==> src/hw/rtl/ota_packet_deframer_assert.svh <==
// ----------------------------------------------------------------------------
// Packet deframer assertion macros
// Clocked assertion shorthands used by the deframer top level.
// ----------------------------------------------------------------------------
`ifndef OTA_PACKET_DEFRAMER_ASSERT_SVH
`define OTA_PACKET_DEFRAMER_ASSERT_SVH

// Check on every rising edge, quiet while reset is asserted.
`define OTA_PD_ASSERT(lbl, prop, msg) \
  lbl: assert property (@(posedge clk_i) disable iff (!rst_ni) (prop)) \
    else $error(msg);

// Check on every rising edge, reset included.
`define OTA_PD_ASSERT_ALWAYS(lbl, prop, msg) \
  lbl: assert property (@(posedge clk_i) (prop)) else $error(msg);

`endif

==> src/hw/rtl/ota_pd_pkg.sv <==
// ----------------------------------------------------------------------------
// Packet deframer package
// Shared types, constants and lookup functions of the packet deframer.
// ----------------------------------------------------------------------------
package ota_pd_pkg;

  localparam int unsigned HEADER_BYTES = 8;
  localparam int unsigned HDR_CNT_W    = $clog2(HEADER_BYTES);
  localparam int unsigned PLEN_W       = 10;
  localparam int unsigned TYPE_COUNT   = 9;

  // Raw channel mode codes and the decoder modes they map to
  localparam logic [7:0] MODE_RAW_STD  = 8'h00;
  localparam logic [7:0] MODE_RAW_HQ   = 8'h80;
  localparam logic [7:0] MODE_RAW_A0   = 8'ha0;
  localparam logic [7:0] MODE_RAW_C0   = 8'hc0;
  localparam logic [2:0] DEC_MODE_NONE = 3'd0;
  localparam logic [2:0] DEC_MODE_HQ   = 3'd1;
  localparam logic [2:0] DEC_MODE_STD  = 3'd2;
  localparam logic [2:0] DEC_MODE_A0   = 3'd4;
  localparam logic [2:0] DEC_MODE_C0   = 3'd5;

  typedef enum logic [2:0] {
    KIND_HDR_BYTE = 3'd0,
    KIND_HDR_OK   = 3'd1,
    KIND_PAYLOAD  = 3'd2,
    KIND_BAD_TYPE = 3'd3,
    KIND_BAD_MODE = 3'd4
  } ota_pd_kind_e;

  typedef struct packed {
    ota_pd_kind_e       kind;
    logic [7:0]         payload_byte;
    logic               is_last;
    logic [15:0]        time_to_play;
    logic [7:0]         period_value;
    logic [3:0]         packet_type_out;
    logic [7:0]         channel_mode_raw;
    logic [2:0]         decoder_mode;
    logic [31:0]        session_ident;
    logic [PLEN_W-1:0]  payload_length;
  } ota_pd_result_t;

  typedef struct packed {
    logic                 in_payload;
    logic [HDR_CNT_W-1:0] header_count;
    logic [PLEN_W-1:0]    payload_remaining;
  } ota_pd_status_t;

  // Payload size per packet type; types at or above TYPE_COUNT are rejected
  function automatic logic [PLEN_W-1:0] type_payload_len(input logic [3:0] ptype);
    logic [PLEN_W-1:0] size;
    case (ptype)
      4'd0:    size = PLEN_W'(348);
      4'd1:    size = PLEN_W'(656);
      4'd2:    size = PLEN_W'(140);
      4'd3:    size = PLEN_W'(152);
      4'd4:    size = PLEN_W'(560);
      4'd5:    size = PLEN_W'(760);
      4'd6:    size = PLEN_W'(960);
      4'd7:    size = PLEN_W'(348);
      4'd8:    size = PLEN_W'(980);
      default: size = '0;
    endcase
    return size;
  endfunction

  // Map the raw channel mode byte to a decoder mode, none when unknown
  function automatic logic [2:0] map_mode(input logic [7:0] raw);
    logic [2:0] mode;
    case (raw)
      MODE_RAW_STD: mode = DEC_MODE_STD;
      MODE_RAW_HQ:  mode = DEC_MODE_HQ;
      MODE_RAW_A0:  mode = DEC_MODE_A0;
      MODE_RAW_C0:  mode = DEC_MODE_C0;
      default:      mode = DEC_MODE_NONE;
    endcase
    return mode;
  endfunction

endpackage

==> src/hw/rtl/ota_pd_if.sv <==
// ----------------------------------------------------------------------------
// Packet deframer stream interfaces
// Valid/ready channels for the input byte stream and the result stream.
// ----------------------------------------------------------------------------
interface ota_pd_byte_if;
  logic       valid;
  logic       ready;
  logic [7:0] data_byte;

  modport source (output valid, output data_byte, input ready);
  modport sink   (input valid, input data_byte, output ready);
endinterface

interface ota_pd_result_if;
  logic        valid;
  logic        ready;
  logic [2:0]  kind;
  logic [7:0]  payload_byte;
  logic        is_last;
  logic [15:0] time_to_play;
  logic [7:0]  period_value;
  logic [3:0]  packet_type_out;
  logic [7:0]  channel_mode_raw;
  logic [2:0]  decoder_mode;
  logic [31:0] session_ident;
  logic [9:0]  payload_length;

  modport source (
    output valid, output kind, output payload_byte, output is_last,
    output time_to_play, output period_value, output packet_type_out,
    output channel_mode_raw, output decoder_mode, output session_ident,
    output payload_length, input ready
  );
  modport sink (
    input valid, input kind, input payload_byte, input is_last,
    input time_to_play, input period_value, input packet_type_out,
    input channel_mode_raw, input decoder_mode, input session_ident,
    input payload_length, output ready
  );
endinterface

==> src/hw/rtl/ota_pd_decode.sv <==
// ----------------------------------------------------------------------------
// Packet deframer decode stage
// Holds the framing state, collects header bytes, checks the header and
// counts payload bytes; produces one result per stepped byte.
// ----------------------------------------------------------------------------
module ota_pd_decode import ota_pd_pkg::*; (
  input  logic           clk_i,
  input  logic           rst_ni,
  input  logic           step_i,
  input  logic [7:0]     byte_i,
  output ota_pd_result_t result_o,
  output ota_pd_status_t status_o
);

  logic                  in_payload_q, in_payload_d;
  logic [HDR_CNT_W-1:0]  header_count_q, header_count_d;
  logic [PLEN_W-1:0]     remaining_q, remaining_d;
  logic [HEADER_BYTES-2:0][7:0] hdr_q;

  logic              hdr_last;
  logic [7:0]        ptype;
  logic [7:0]        cmode;
  logic [2:0]        dmode;
  logic [PLEN_W-1:0] psize;

  assign hdr_last = (header_count_q == HDR_CNT_W'(HEADER_BYTES - 1));
  assign ptype    = hdr_q[3];
  assign cmode    = hdr_q[4];
  assign dmode    = map_mode(cmode);
  assign psize    = type_payload_len(ptype[3:0]);

  // Next state and result for the byte being stepped
  always_comb begin
    in_payload_d   = in_payload_q;
    header_count_d = header_count_q;
    remaining_d    = remaining_q;
    result_o       = '0;
    result_o.kind  = KIND_HDR_BYTE;

    if (in_payload_q) begin
      result_o.kind         = KIND_PAYLOAD;
      result_o.payload_byte = byte_i;
      if (remaining_q <= PLEN_W'(1)) begin
        result_o.is_last = 1'b1;
        remaining_d      = '0;
        in_payload_d     = 1'b0;
      end else begin
        remaining_d = remaining_q - PLEN_W'(1);
      end
    end else if (!hdr_last) begin
      header_count_d = header_count_q + HDR_CNT_W'(1);
    end else begin
      header_count_d = '0;
      if (ptype >= 8'(TYPE_COUNT)) begin
        result_o.kind = KIND_BAD_TYPE;
      end else if (dmode == DEC_MODE_NONE) begin
        result_o.kind = KIND_BAD_MODE;
      end else begin
        result_o.kind             = KIND_HDR_OK;
        result_o.time_to_play     = {hdr_q[1], hdr_q[0]};
        result_o.period_value     = hdr_q[2];
        result_o.packet_type_out  = ptype[3:0];
        result_o.channel_mode_raw = cmode;
        result_o.decoder_mode     = dmode;
        result_o.session_ident    = {byte_i, hdr_q[6], hdr_q[5], cmode};
        result_o.payload_length   = psize;
        remaining_d               = psize;
        in_payload_d              = (psize != '0);
      end
    end
  end

  // Advance framing state on each step
  always_ff @(posedge clk_i or negedge rst_ni) begin
    if (!rst_ni) begin
      in_payload_q   <= 1'b0;
      header_count_q <= '0;
      remaining_q    <= '0;
    end else if (step_i) begin
      in_payload_q   <= in_payload_d;
      header_count_q <= header_count_d;
      remaining_q    <= remaining_d;
    end
  end

  // Capture header bytes ahead of the final one
  always_ff @(posedge clk_i) begin
    if (step_i && !in_payload_q && !hdr_last) begin
      hdr_q[header_count_q] <= byte_i;
    end
  end

  assign status_o.in_payload        = in_payload_q;
  assign status_o.header_count      = header_count_q;
  assign status_o.payload_remaining = remaining_q;

endmodule

==> src/hw/rtl/ota_packet_deframer.sv <==
// ----------------------------------------------------------------------------
// Packet deframer top level
// Byte-stream packet deframer: header check, then payload pass-through.
// ----------------------------------------------------------------------------
// Usage:
//   byte_in_i carries one stream byte per word. Every accepted byte yields
//   exactly one result word on res_out_o: header byte taken, header ok (with
//   timestamp, period, type, channel mode, decoder mode, session id and
//   payload length), payload byte (last one flagged), bad type or bad mode.
//   A rejected header is dropped and hunting restarts at the next byte.
//   An accepted byte is held in the input register, then decoded into the
//   result register when the decode stage steps; the result is offered from
//   the result register. Throughput: one byte per cycle while the receiver
//   does not stall, set by the single decode stage between the registers.
//   Reset clears the framing state to hunting a header with empty counts;
//   both stages come up empty.
//   When the receiver stalls, the result register holds its word, the input
//   register holds the next byte, and byte_in_i.ready drops once both are
//   full; a byte is still taken in the same cycle a result is drained.
// ----------------------------------------------------------------------------
`include "ota_packet_deframer_assert.svh"

module ota_packet_deframer import ota_pd_pkg::*; (
  input logic               clk_i,
  input logic               rst_ni,
  ota_pd_byte_if.sink       byte_in_i,
  ota_pd_result_if.source   res_out_o
);

  logic           in_valid_q;
  logic [7:0]     in_byte_q;
  logic           out_valid_q;
  ota_pd_result_t out_q;
  logic           out_free;
  logic           step;
  ota_pd_result_t result;
  ota_pd_status_t status;

  // Pipeline handshake: stage moves when the result register can take it
  assign out_free        = !out_valid_q || res_out_o.ready;
  assign step            = in_valid_q && out_free;
  assign byte_in_i.ready = !in_valid_q || step;

  ota_pd_decode u_decode (
    .clk_i    (clk_i),
    .rst_ni   (rst_ni),
    .step_i   (step),
    .byte_i   (in_byte_q),
    .result_o (result),
    .status_o (status)
  );

  // Input and result valid control
  always_ff @(posedge clk_i or negedge rst_ni) begin
    if (!rst_ni) begin
      in_valid_q  <= 1'b0;
      out_valid_q <= 1'b0;
    end else begin
      if (byte_in_i.ready) begin
        in_valid_q <= byte_in_i.valid;
      end
      if (out_free) begin
        out_valid_q <= step;
      end
    end
  end

  // Payload registers
  always_ff @(posedge clk_i) begin
    if (byte_in_i.valid && byte_in_i.ready) begin
      in_byte_q <= byte_in_i.data_byte;
    end
    if (step) begin
      out_q <= result;
    end
  end

  // Drive the result channel
  assign res_out_o.valid            = out_valid_q;
  assign res_out_o.kind             = out_q.kind;
  assign res_out_o.payload_byte     = out_q.payload_byte;
  assign res_out_o.is_last          = out_q.is_last;
  assign res_out_o.time_to_play     = out_q.time_to_play;
  assign res_out_o.period_value     = out_q.period_value;
  assign res_out_o.packet_type_out  = out_q.packet_type_out;
  assign res_out_o.channel_mode_raw = out_q.channel_mode_raw;
  assign res_out_o.decoder_mode     = out_q.decoder_mode;
  assign res_out_o.session_ident    = out_q.session_ident;
  assign res_out_o.payload_length   = out_q.payload_length;

  `OTA_PD_ASSERT(a_payload_kind,
    step && status.in_payload |=> out_valid_q && out_q.kind == KIND_PAYLOAD,
    "payload byte not reported as payload")
  `OTA_PD_ASSERT(a_hdr_byte_kind,
    step && !status.in_payload && status.header_count != HDR_CNT_W'(HEADER_BYTES - 1)
      |=> out_q.kind == KIND_HDR_BYTE,
    "early header byte not reported as taken")
  `OTA_PD_ASSERT_ALWAYS(a_idle_counts,
    !status.in_payload |-> status.payload_remaining == '0,
    "payload count left over while hunting a header")
  `OTA_PD_ASSERT(a_payload_hdr_clear,
    status.in_payload |-> status.header_count == '0,
    "header count not cleared during payload")
  `OTA_PD_ASSERT(a_in_hold,
    in_valid_q && !step |=> in_valid_q && $stable(in_byte_q),
    "buffered byte lost while decode stage stalled")

endmodule
==> src/flat_wrapper.sv <==
// flat-port wrapper written by rule: the top's interface ports become plain ports
module ota_packet_deframer_flat import ota_pd_pkg::*;
  (clk_i, rst_ni, byte_in_i_valid, byte_in_i_data_byte, byte_in_i_ready, res_out_o_valid, res_out_o_kind, res_out_o_payload_byte, res_out_o_is_last, res_out_o_time_to_play, res_out_o_period_value, res_out_o_packet_type_out, res_out_o_channel_mode_raw, res_out_o_decoder_mode, res_out_o_session_ident, res_out_o_payload_length, res_out_o_ready);
  ota_pd_byte_if byte_in_i_i ();
  ota_pd_result_if res_out_o_i ();
  input logic clk_i;
  input logic rst_ni;
  input wire logic [$bits(byte_in_i_i.valid)-1:0] byte_in_i_valid;
  input wire logic [$bits(byte_in_i_i.data_byte)-1:0] byte_in_i_data_byte;
  output wire logic [$bits(byte_in_i_i.ready)-1:0] byte_in_i_ready;
  output wire logic [$bits(res_out_o_i.valid)-1:0] res_out_o_valid;
  output wire logic [$bits(res_out_o_i.kind)-1:0] res_out_o_kind;
  output wire logic [$bits(res_out_o_i.payload_byte)-1:0] res_out_o_payload_byte;
  output wire logic [$bits(res_out_o_i.is_last)-1:0] res_out_o_is_last;
  output wire logic [$bits(res_out_o_i.time_to_play)-1:0] res_out_o_time_to_play;
  output wire logic [$bits(res_out_o_i.period_value)-1:0] res_out_o_period_value;
  output wire logic [$bits(res_out_o_i.packet_type_out)-1:0] res_out_o_packet_type_out;
  output wire logic [$bits(res_out_o_i.channel_mode_raw)-1:0] res_out_o_channel_mode_raw;
  output wire logic [$bits(res_out_o_i.decoder_mode)-1:0] res_out_o_decoder_mode;
  output wire logic [$bits(res_out_o_i.session_ident)-1:0] res_out_o_session_ident;
  output wire logic [$bits(res_out_o_i.payload_length)-1:0] res_out_o_payload_length;
  input wire logic [$bits(res_out_o_i.ready)-1:0] res_out_o_ready;
  assign byte_in_i_i.valid = byte_in_i_valid;
  assign byte_in_i_i.data_byte = byte_in_i_data_byte;
  assign byte_in_i_ready = byte_in_i_i.ready;
  assign res_out_o_valid = res_out_o_i.valid;
  assign res_out_o_kind = res_out_o_i.kind;
  assign res_out_o_payload_byte = res_out_o_i.payload_byte;
  assign res_out_o_is_last = res_out_o_i.is_last;
  assign res_out_o_time_to_play = res_out_o_i.time_to_play;
  assign res_out_o_period_value = res_out_o_i.period_value;
  assign res_out_o_packet_type_out = res_out_o_i.packet_type_out;
  assign res_out_o_channel_mode_raw = res_out_o_i.channel_mode_raw;
  assign res_out_o_decoder_mode = res_out_o_i.decoder_mode;
  assign res_out_o_session_ident = res_out_o_i.session_ident;
  assign res_out_o_payload_length = res_out_o_i.payload_length;
  assign res_out_o_i.ready = res_out_o_ready;
  ota_packet_deframer u_core (.clk_i(clk_i), .rst_ni(rst_ni), .byte_in_i(byte_in_i_i), .res_out_o(res_out_o_i));
endmodule
==> config.mk <==
export PLATFORM = sky130hd
export DESIGN_NAME = ota_packet_deframer_flat
export DESIGN_NICKNAME = d
export VERILOG_FILES = /design/src/hw/rtl/ota_pd_pkg.sv /design/src/hw/rtl/ota_pd_if.sv /design/src/hw/rtl/ota_pd_decode.sv /design/src/hw/rtl/ota_packet_deframer.sv /design/src/flat_wrapper.sv
export VERILOG_INCLUDE_DIRS = /design/src /design/src/hw/rtl
export SDC_FILE = /design/constraint.sdc
export NUM_CORES = 1
export LEC_CHECK = 0
export BUFFER_PORTS_ARGS = -buffer_cell sky130_fd_sc_hd__buf_2
export CAP_MARGIN = 15
export CORE_MARGIN = 3
export CORE_UTILIZATION = 23
export CTS_BUF_LIST = sky130_fd_sc_hd__clkbuf_2
export CTS_CLUSTER_SIZE = 24
export DETAILED_ROUTE_END_ITERATION = 6
export GPL_TIMING_DRIVEN = 0
export PLACE_DENSITY = 0.41
export SLEW_MARGIN = 25
export SYNTH_ARGS = -nofsm -noshare
export SYNTH_HDL_FRONTEND = slang
export SYNTH_SLANG_ARGS = --single-unit
==> constraint.sdc <==
create_clock -name clk_i -period 4.4 [get_ports clk_i]
set_input_delay 0 -clock clk_i [delete_from_list [all_inputs] [get_ports clk_i]]
set_output_delay 0 -clock clk_i [all_outputs]
set_load 0.01 [all_outputs]
* Yosys cells after proc, flatten, opt, wreduce, memory -nomap -nowiden
Memory sizes are Yosys's and may differ from the RTL's. A register that Yosys moved wholly into a read port is not among the register bits.
Index checks and enable logic that the tools add are counted.
** Cells by class
- Reduce and logical (&&, ||, !) cells :: 20
- Shift-type cells :: 0
- Eq/ne operators :: 6
- Bitwise operators :: 2
- Add/subtract/negate cells :: 2
- Mux-type cells :: 20
- $lt $le $gt $ge :: 4
- Multiply operators :: 0
- Divide/modulo/power cells :: 0
** Operators by type and width (number)
- $bwmux 56 :: 1
- $mux 10 :: 5
- $demux 8 s3 :: 1
- $eq 8x8->1 const B :: 3
- $pmux 3 s4 :: 1
- $le 10x1->1 const B :: 1
- $reduce_bool 10->1 :: 1
- $sub 10x1->10 const B :: 1
- $ge 8x4->1 const B :: 1
- $logic_not 8->1 :: 1
- $mux 8 :: 1
- $mux 1 :: 6
- $mux 3 :: 2
- $logic_and 1x1->1 :: 5
- $logic_not 1->1 :: 4
- $lt 3x4->1 const B :: 1
- $mux 2 :: 2
- $mux 4 :: 1
- $ne 2x2->1 const B :: 2
- $reduce_and 4->1 :: 1
- $reduce_or 4->1 :: 1
- $add 3x1->3 const B :: 1
- $eq 3x3->1 const B :: 1
- $ge 3x1->1 const B :: 1
- other kinds (7) :: 9
** Word-level totals
- Output and inout port bits :: 95
- Input port bits :: 12
- Memories kept :: 1
- Bits in latches :: 0
- Bits in writable memories :: 0
- Memory bits (read-only) :: 128
- Flip-flop bits (word level) :: 173
- Word-level logic and storage cells :: 80
** Memories
- (no name shown) :: depth 16, bits a word 8, rd ports 1, clocked after Yosys merged registers in 1, wr ports 0, RTL line ota_pd_pkg.sv:53 : case (ptype)

* Depth between registers and ports, before layout
Gate-level depths: netlist (run 1).
- Depth in word-level cells :: 7
- Gate-level depth with buffers :: 12
- Gate-level depth less buffers :: 11

* Cells and area by module
From an unflattened synthesis (run 1), not the netlist that was laid out.
** Unflattened totals
- Cell total of the unflattened synthesis :: 452
- Area total of the unflattened synthesis :: 7068.0 µm²
** By module, submodules not included
- ota_pd_decode :: cells each 343, area each 3931.3 µm², instances 1
- ota_packet_deframer :: cells each 109, area each 3136.8 µm², instances 1

* Worst setup path after synthesis (run 1)
OpenSTA, ideal clock, no wires.
- Path type :: register -> register
- Start :: register u_core.out_valid_q, in the netlist u_core.res_out_o.valid
- End :: register u_core.u_decode.remaining_q[6]
- Arrival time :: 3.364 ns
- Library setup time :: 0.125 ns
- Setup slack :: 0.912 ns
- Buffers on the path :: 0
- Required time :: 4.275 ns
- Stages on the path, launching flop included :: 6
- Path through :: dfrtp_1 nand2b_1 nand2_1 clkinv_1 and4_1 a211o_1
** On the way
- Longest elaborated chain between the ends :: 4
** RTL lines
- start, declared :: RTL line ota_packet_deframer.sv:32 : logic out_valid_q;
- start signal, assigned :: RTL line ota_packet_deframer.sv:63 : out_valid_q <= step;
- $logic_not 1->1 :: RTL line ota_packet_deframer.sv:40 : assign out_free = !out_valid_q || res_out_o.ready;
- $logic_or 1x1->1 :: RTL line ota_packet_deframer.sv:40
- $logic_and 1x1->1 :: RTL line ota_packet_deframer.sv:41 : assign step = in_valid_q && out_free;
- named net u_core.step :: RTL line ota_packet_deframer.sv:35 : logic step;
- $reduce_and 4->1 (no line)
- end signal, assigned :: RTL line ota_pd_decode.sv:82 : remaining_q <= remaining_d;
- end, declared :: RTL line ota_pd_decode.sv:17 : logic [PLEN_W-1:0] remaining_q, remaining_d;
The timed path passes the listed nets, and every way through them passes these cells.
A chain may end at the register's enable or synchronous reset.

* Worst setup path after layout (run 1)
- Start :: register u_core.u_decode.header_count_q[1]
- End :: register, netlist name u_core.u_decode.psize[9]
** On the way
- Longest elaborated chain between the ends :: 6
- Elaborated cells between the ends (all ways) :: 10
- Classes of those cells :: 2 x order compare; 1 x eq/ne; 4 x mux; 3 x reduce/logical
** RTL lines
- start, declared :: RTL line ota_pd_decode.sv:16 : logic [HDR_CNT_W-1:0] header_count_q, header_count_d;
- start signal, assigned :: RTL line ota_pd_decode.sv:81 : header_count_q <= header_count_d;
- $lt 3x4->1 (not written as such) / $ge 3x1->1 (equally long branches) :: RTL line ota_pd_decode.sv:89 : hdr_q[header_count_q] <= byte_i;
- $logic_and 1x1->1 (not written as such) :: RTL line ota_pd_decode.sv:89
- $mux 8 (not written as such) :: RTL line ota_pd_decode.sv:89
- $demux 8 s3 :: RTL line ota_pd_decode.sv:89
- $bwmux 56 :: RTL line ota_pd_decode.sv:89
- $mux 4 (no line) *
Every way passes the cells marked *; elsewhere a longest branch is shown, timed or not.

==> results of run 1 <==
-- layout by cell type, fill, tap and decap left out, types with 8 or more instances in the layout --
cell | synthesis | routed
and2_1 | 70 | 70
ha_1 | 9 | 9
clkbuf_2 | 0 | 19
nor2_1 | 20 | 20
dfxtp_1 | 8 | 8
dlygate4sd3_1 | 0 | 22
dfrtp_1 | 16 | 16
o21ai_0 | 9 | 9
nand2_1 | 18 | 18
edfxtp_1 | 147 | 147
buf_2 | 5 | 109
inv_1 | 16 | 16
mux2_2 | 8 | 8
buf_4 | 12 | 12
-- area by class of cell --
| type | instances | area share |
|---|---|---|
| Sequential cell | 171 | 0.607 |
| Multi-Input combinational cell | 233 | 0.192 |
| Timing Repair Buffer | 127 | 0.0937 |
| Tap cell | 378 | 0.0577 |
| Buffer | 25 | 0.0177 |
| Clock buffer | 19 | 0.0116 |
| Clock inverter | 13 | 0.0114 |
| Inverter | 17 | 0.00839 |
| Antenna cell | 1 | 0.000305 |
-- power groups by stage --
stage                     registers, µW  logic, µW  clock network, µW
final                              1910        269                726
after global routing               1920        303                832
after global placement             1950        247                  0
after detailed placement           1940        257                  0
after floorplan                    1950        132                  0
after CTS                          1910        273                768
-- cell families (layout without fill, tap and decap cells) --
| logic type | Yosys count | count (layout) |
|---|---|---|
| AO/OA/AOI/OAI | 46 | 46 |
| XOR/XNOR | 1 | 1 |
| adder cells (fa/ha/maj) | 9 | 9 |
| buffers and inverters | 42 | 201 |
| flip-flops | 171 | 171 |
| multiplexers | 14 | 14 |
| other | 1 | 8 |
| AND/OR/NAND/NOR | 156 | 156 |
-- how the worst max path moves through the flow --
stage / from / end / slack [ns] / depth (start not counted)
3_5_place_dp: u_core.u_decode.header_count_q[1] / u_core.u_decode.hdr_q[51] / 1.45 / 5
4_1_cts: u_core.u_decode.header_count_q[1] / u_core.u_decode.hdr_q[54] / 1.40 / 5
3_3_place_gp: u_core.res_out_o.valid / u_core.u_decode.remaining_q[2] / -0.52 / 5
2_1_floorplan: u_core.res_out_o.valid / u_core.u_decode.remaining_q[6] / 0.91 / 5
5_1_grt: u_core.u_decode.header_count_q[1] / u_core.u_decode.psize[9] / 1.14 / 12
6_report: u_core.u_decode.header_count_q[1] / u_core.u_decode.psize[9] / 1.46 / 12
-- per-layer routing --
metal  routed length (µm)  GRT usage
met1                 7260      0.137
met2                 7450      0.168
met3                  891     0.0292
met4                  224     0.0334
met5                    0          0
-- registers in the layout, indices dropped and copies added, names as in the netlist, 4 cells and up --
signal	cells
u_core.u_decode.ptype	8
u_core.res_out_o.payload_byte	8
u_core.res_out_o.period_value	8
u_core.res_out_o.packet_type_out	4
u_core.in_byte_q	8
u_core.res_out_o.session_ident	32
u_core.u_decode.remaining_q	10
u_core.u_decode.psize	8
u_core.res_out_o.payload_length	8
u_core.u_decode.cmode	8
u_core.res_out_o.time_to_play	16
u_core.u_decode.hdr_q	40
-- cells in the mapped netlist, drive strengths merged, types with 2 or more instances --
| cell type | n | area (µm²) |
|---|---|---|
| a211o | 2 | 17.5 |
| a21oi | 7 | 35.0 |
| a31oi | 2 | 12.5 |
| and2 | 70 | 438 |
| and3 | 3 | 18.8 |
| and4 | 2 | 17.5 |
| buf | 18 | 119 |
| clkbuf | 7 | 26.3 |
| dfrtp | 16 | 400 |
| dfxtp | 8 | 160 |
| edfxtp | 147 | 4410 |
| ha | 9 | 113 |
| inv | 16 | 60.1 |
| mux2 | 8 | 90.1 |
| mux2i | 6 | 60.1 |
| nand2 | 19 | 73.8 |
| nand2b | 5 | 31.3 |
| nand3b | 2 | 15.0 |
| nand4 | 2 | 12.5 |
| nor2 | 20 | 75.1 |
| nor3 | 7 | 35.0 |
| nor4 | 5 | 31.3 |
| nor4b | 3 | 47.5 |
| o21a | 2 | 15.0 |
| o21ai | 10 | 61.3 |
| o221ai | 3 | 26.3 |
| o2bb2ai | 5 | 43.8 |
| or3 | 8 | 55.1 |
| or3b | 2 | 17.5 |
| or4 | 4 | 33.8 |
-- through the flow --
stage                     cells  setup TNS, ns
final                       984              0
after detailed placement    929              0
after global placement      928          -2.45
after floorplan             446              0
after global routing        984              0
after CTS                   983              0
-- worst max-delay path, delay by kind of cell, from the launching register on --
family / cells / cell delay, ns
adders and majority gates: 3 / 0.86
AOI/OAI and AO/OA: 3 / 0.68
DFF: 1 / 0.50
and+or+nand+nor: 5 / 0.50
buffers and inverters: 1 / 0.36
-- what timing repair did --
item,4_1_cts,5_1_grt
hold buffers,22,0
setup buffers,0,0
setup endpoints to repair,0,0
gates resized for setup,0,0
hold endpoints to repair,34,0
==> results.md, run 1 <==
- Layout cells sized above 1: 0.281
- Starting density of the core: 0.238
- Ports: 107
- Reg2reg path depth: 12
- Hold WS: 0.204 ns
- PwrDens: 354 nW/µm²
- Hold endpoint: u_core.res_out_o.valid
- First-pass GRT wire length: 24.6 mm
- DR WL/cell: 16.1 µm
- Port bufs: 104
- Synth Cell Area: 6730 µm²
- XOR/XNOR Fraction of Synth Area: 0.00130
- Vias in the first global route: 4217
- Die Ht: 177 µm
- Number of synthesized flops with an enable pin: 147
- Largest net degree at the start of global routing: 56
- Clock Tree Buf Depth: 2
- Power Total: 2900 µW
- Area of the die: 31300 µm²
- Hpwl dp: 10.7 mm
- Max-Slew Margin vs Limit: 0.410
- Hold Vio Cnt, Final: 0
- Measured slew at the worst slew-check pin: 0.882 ns
- Final worst slack: 1.46 ns
- Max-slew violations: 0
- Hold Crit Class: in -> reg
- Final WL: 15.8 mm
- Top_reg_cell synth: edfxtp_1
- Status: finished, final reports clean
- Depth of the CTS H-tree: 4
- GPL Wtd Cong: 0.803
- Util after Layout: 0.290
- Startpoint types: register
- Post-DP Area: 7790 µm²
- Post-synthesis sequential area ratio: 0.739
- Largest family of logic cells by synthesized area: simple AND/OR/NAND/NOR gates
- R2r endpoint: u_core.u_decode.psize[9]
- Post-Syn Area per Cell: 15.3 µm²
- Worst Setup Path Type: reg -> reg
- Total gr overflow: 0
- Crit end category: register
- Pre-CTS setup slack: 1.45 ns
- CP cell instances: ha_1 -> ha_1 -> nor2_1 -> nand4_1 -> clkbuf_1 -> nor2_1 -> a21oi_1 -> ha_1 -> nand2_1 -> o22ai_1 -> nor2_1 -> a21oi_1
- VDD IR max: 126 µV
- Post-synthesis mux area share: 0.0223
- Ys async rst share: 0.0936
- CTS tree: yes
- Final min period: 2.94 ns
- Crit path DAT: 3.58 ns
- Compound-cell area share of the yosys netlist: 0.0504
- Max Clk Rate: 0.340 GHz
- P_sw: 787 µW
- Footprint of the multi-input gates: 1580 µm²
- Comb power frac: 0.093
- Int Power: 2110 µW
- TritonCTS buffer count: 17
- Reg clk slew, reported paths: 0.23 ns
- Slowest cell on crit path: dfrtp_1
- Req. time, crit path: 5.04 ns
- Top fanout value on the critical path: 10
- Critical Path Max Stage Delay: 0.50 ns
- Via density: 4.04
- Ys Warns: 0
- Core area: 28300 µm²
- Fin area: 8200 µm²
- Clock Latency Late Sink: 0.70 ns
- Clock power share: 0.250
- Flop pwr share: 0.657
- Filler instances: 2886
- Iter 0 DRT Violations: 276
- Initial antenna violation count: 2
- Total global-route track usage: 0.104
- FF+latch area: 4970 µm²
- Syn Inst Count: 440
- #FFs+latches synth: 171
- Flop-to-flop setup slack: 1.46 ns
- Remaining DRCs: 0
- Synth Area in Adders: 0.0167
- Max-Cap Viols: 0
- RR Startpoint: u_core.u_decode.header_count_q[1]
- Post-Synth Simple-Gate Area: 0.138
- Sw Ratio: 0.271
- Setup violators final: 0
- Via count: 3976
- Clock Sinks: 171
- Hold Crit Start: res_out_o_ready
- Final Skew: 0.0325 ns
- Synth-to-Final Area Change: 21.9%
- RSZ-0062 raised after global routing: false
- Pleak: 0.00317 µW
- Final net count: 613
- Final ANT Viol Nets: 0
- Synth cell types: 60
- Final cycle utilization of the critical path: 0.668
- # rows: 61
- Die Span X: 177 µm
- Hold path depth: 4
- Root buf cell: clkbuf_2
- Drt pass-1 iters: 4
(Power assumes the default switching activity.)
==> run 2: changes to the inputs <==
Clock period 4.4 ns to 2.8 ns, I/O delays scaled along.
==> run 2 against run 1 <==
  * Clock skew shrank 0.0043 ns
  * Critical path type unchanged
  * Highest routed layer unchanged
  * Worst hold slack better by 0.0024 ns
  * Via count shrank 0.18%
  * Critical path depth is 6 lower
  * Clock power is 79% higher
  * Core utilization is 0.26 points higher
  * Routed wire length down 1.2%
  * Final area increased by 0.89%
  * Power up 62%
  * Die area is the same
==> results.md, run 2 (synthesis gave the netlist of run 1 again) <==
- Final net count: 613
- Depth of the CTS H-tree: 4
- Reg clk slew, reported paths: 0.24 ns
- Total gr overflow: 0
- Hold Vio Cnt, Final: 0
- Via density: 4.04
- Clock Tree Buf Depth: 2
- DR WL/cell: 15.9 µm
- Final Skew: 0.0282 ns
- VDD IR max: 216 µV
- Largest net degree at the start of global routing: 66
- Top cell by count, worst path: nand2b_1
- Starting density of the core: 0.238
- Hpwl dp: 10.6 mm
- Final min period: 2.56 ns
- Commonest cells after routing, fill and taps aside: edfxtp_1 (147), buf_2 (109), and2_1 (70)
- TritonCTS buffer count: 17
- Max-Slew Margin vs Limit: 0.440
- CTS tree: yes
- Max-Cap Viols: 0
- Total global-route track usage: 0.103
- Area of the die: 31300 µm²
- Max-slew violations: 0
- # rows: 61
- Final WL: 15.6 mm
- Layout cells sized above 1: 0.288
- Root buf cell: clkbuf_2
- Pre-CTS setup slack: -0.278 ns
- Measured slew at the worst slew-check pin: 0.838 ns
- Max reg flops: 40
- CP cell instances: nand2b_1 -> nand2_1 -> clkbuf_1 -> nor3_2 -> nand2b_1 -> nor2_1
- Iter 0 DRT Violations: 260
- Port bufs: 104
- Pleak: 0.00318 µW
- Hold Crit Class: in -> reg
- Power Total: 4710 µW
- Req. time, crit path: 3.15 ns
- Drt pass-1 iters: 4
- Status: finished, final reports clean
- Max Clk Rate: 0.391 GHz
- Worst Setup Path Type: reg -> reg
- Flop pwr share: 0.635
- Register name with the most flops: u_core.u_decode.hdr_q
- Synth-to-Final Area Change: 22.9%
- Crit path DAT: 2.91 ns
- Initial antenna violation count: 1
- Clock Sinks: 171
- Die Span X: 177 µm
- RSZ-0062 raised after global routing: false
- Int Power: 3490 µW
- Final ANT Viol Nets: 0
- First-pass GRT wire length: 24.1 mm
- Vias in the first global route: 4177
- Setup violators final: 0
- Core area: 28300 µm²
- P_sw: 1220 µW
- Clock Latency Late Sink: 0.70 ns
- Hold WS: 0.207 ns
- Top fanout value on the critical path: 10
- Die Ht: 177 µm
- Critical Path Max Stage Delay: 0.57 ns
- Placed cells: 929
- Ports: 107
- Via count: 3969
- PwrDens: 570 nW/µm²
- Final cycle utilization of the critical path: 0.914
- Remaining DRCs: 0
- Final worst slack: 0.241 ns
- Most common cell after layout, fill and taps aside: edfxtp_1
- Sw Ratio: 0.258
- Crit end category: register
- Slowest cell on crit path: nor2_1
- Comb power frac: 0.089
- Startpoint types: register
- Clock power share: 0.275
- GPL Wtd Cong: 0.783
- Final Non-Filler Cells: 983
[run 2: worst paths after layout]
kind	start	to	slack, ns	depth (start not counted)
max	u_core.res_out_o.valid	u_core.u_decode.cmode[7]	0.24	6
min	res_out_o_ready	u_core.res_out_o.valid	0.21	4
max reg2reg	u_core.res_out_o.valid	u_core.u_decode.cmode[7]	0.24	6
min reg2reg	u_core.u_decode.hdr_q[55]	u_core.res_out_o.session_ident[23]	0.53	1
max in group asynchronous	rst_ni	u_core.u_decode.remaining_q[2]	1.83	3
min in group asynchronous	rst_ni	u_core.u_decode.remaining_q[6]	0.44	3
[run 2: what timing repair did]
item / 4_1_cts / 5_1_grt
setup buffers: 0 / 0
hold buffers: 22 / 0
endpoints found under the hold margin: 34 / 0
gates resized for setup: 5 / 4
setup endpoints to repair: 33 / 5
[run 2: worst max-delay path: cells and delay by family, from the launching register on]
kind          cells  cell delay, ns
buf+inv           1            0.28
flops             1            0.46
simple gates      5            1.48
[run 2: through the flow]
stage                     TNS (ns)   util  instance area, µm²
after global placement       -6.82  0.274                7740
after floorplan                  0      -                6750
after CTS                        0  0.291                8250
final                            0  0.292                8270
after detailed placement     -3.64  0.275                7780
after global routing             0  0.292                8270
[run 2: metal layers]
metal,up-vias,part of all wire,track usage
met5,-,0,0
met1,1953,0.48,0.135
met3,7,0.052,0.0313
li1,1907,-,-
met2,102,0.46,0.165
met4,0,0.0080,0.0262
[run 2: cell type report]
type	count	area, µm²
inverter	17	68.8
tap	378	473
timing repair buffer	127	768
clock inverter	14	145
buffer	25	146
clock buffer	17	85.1
antenna	1	2.50
fill	2850	20000
multi-input combinational	233	1610
sequential	171	4970
[run 2: power by group through the flow]
stage	clock (µW)	sequential, µW	combinational, µW
after detailed placement	0	3050	405
after floorplan	0	3060	208
after global placement	0	3060	389
after global routing	1470	3020	471
final	1300	2990	421
after CTS	1370	3000	430
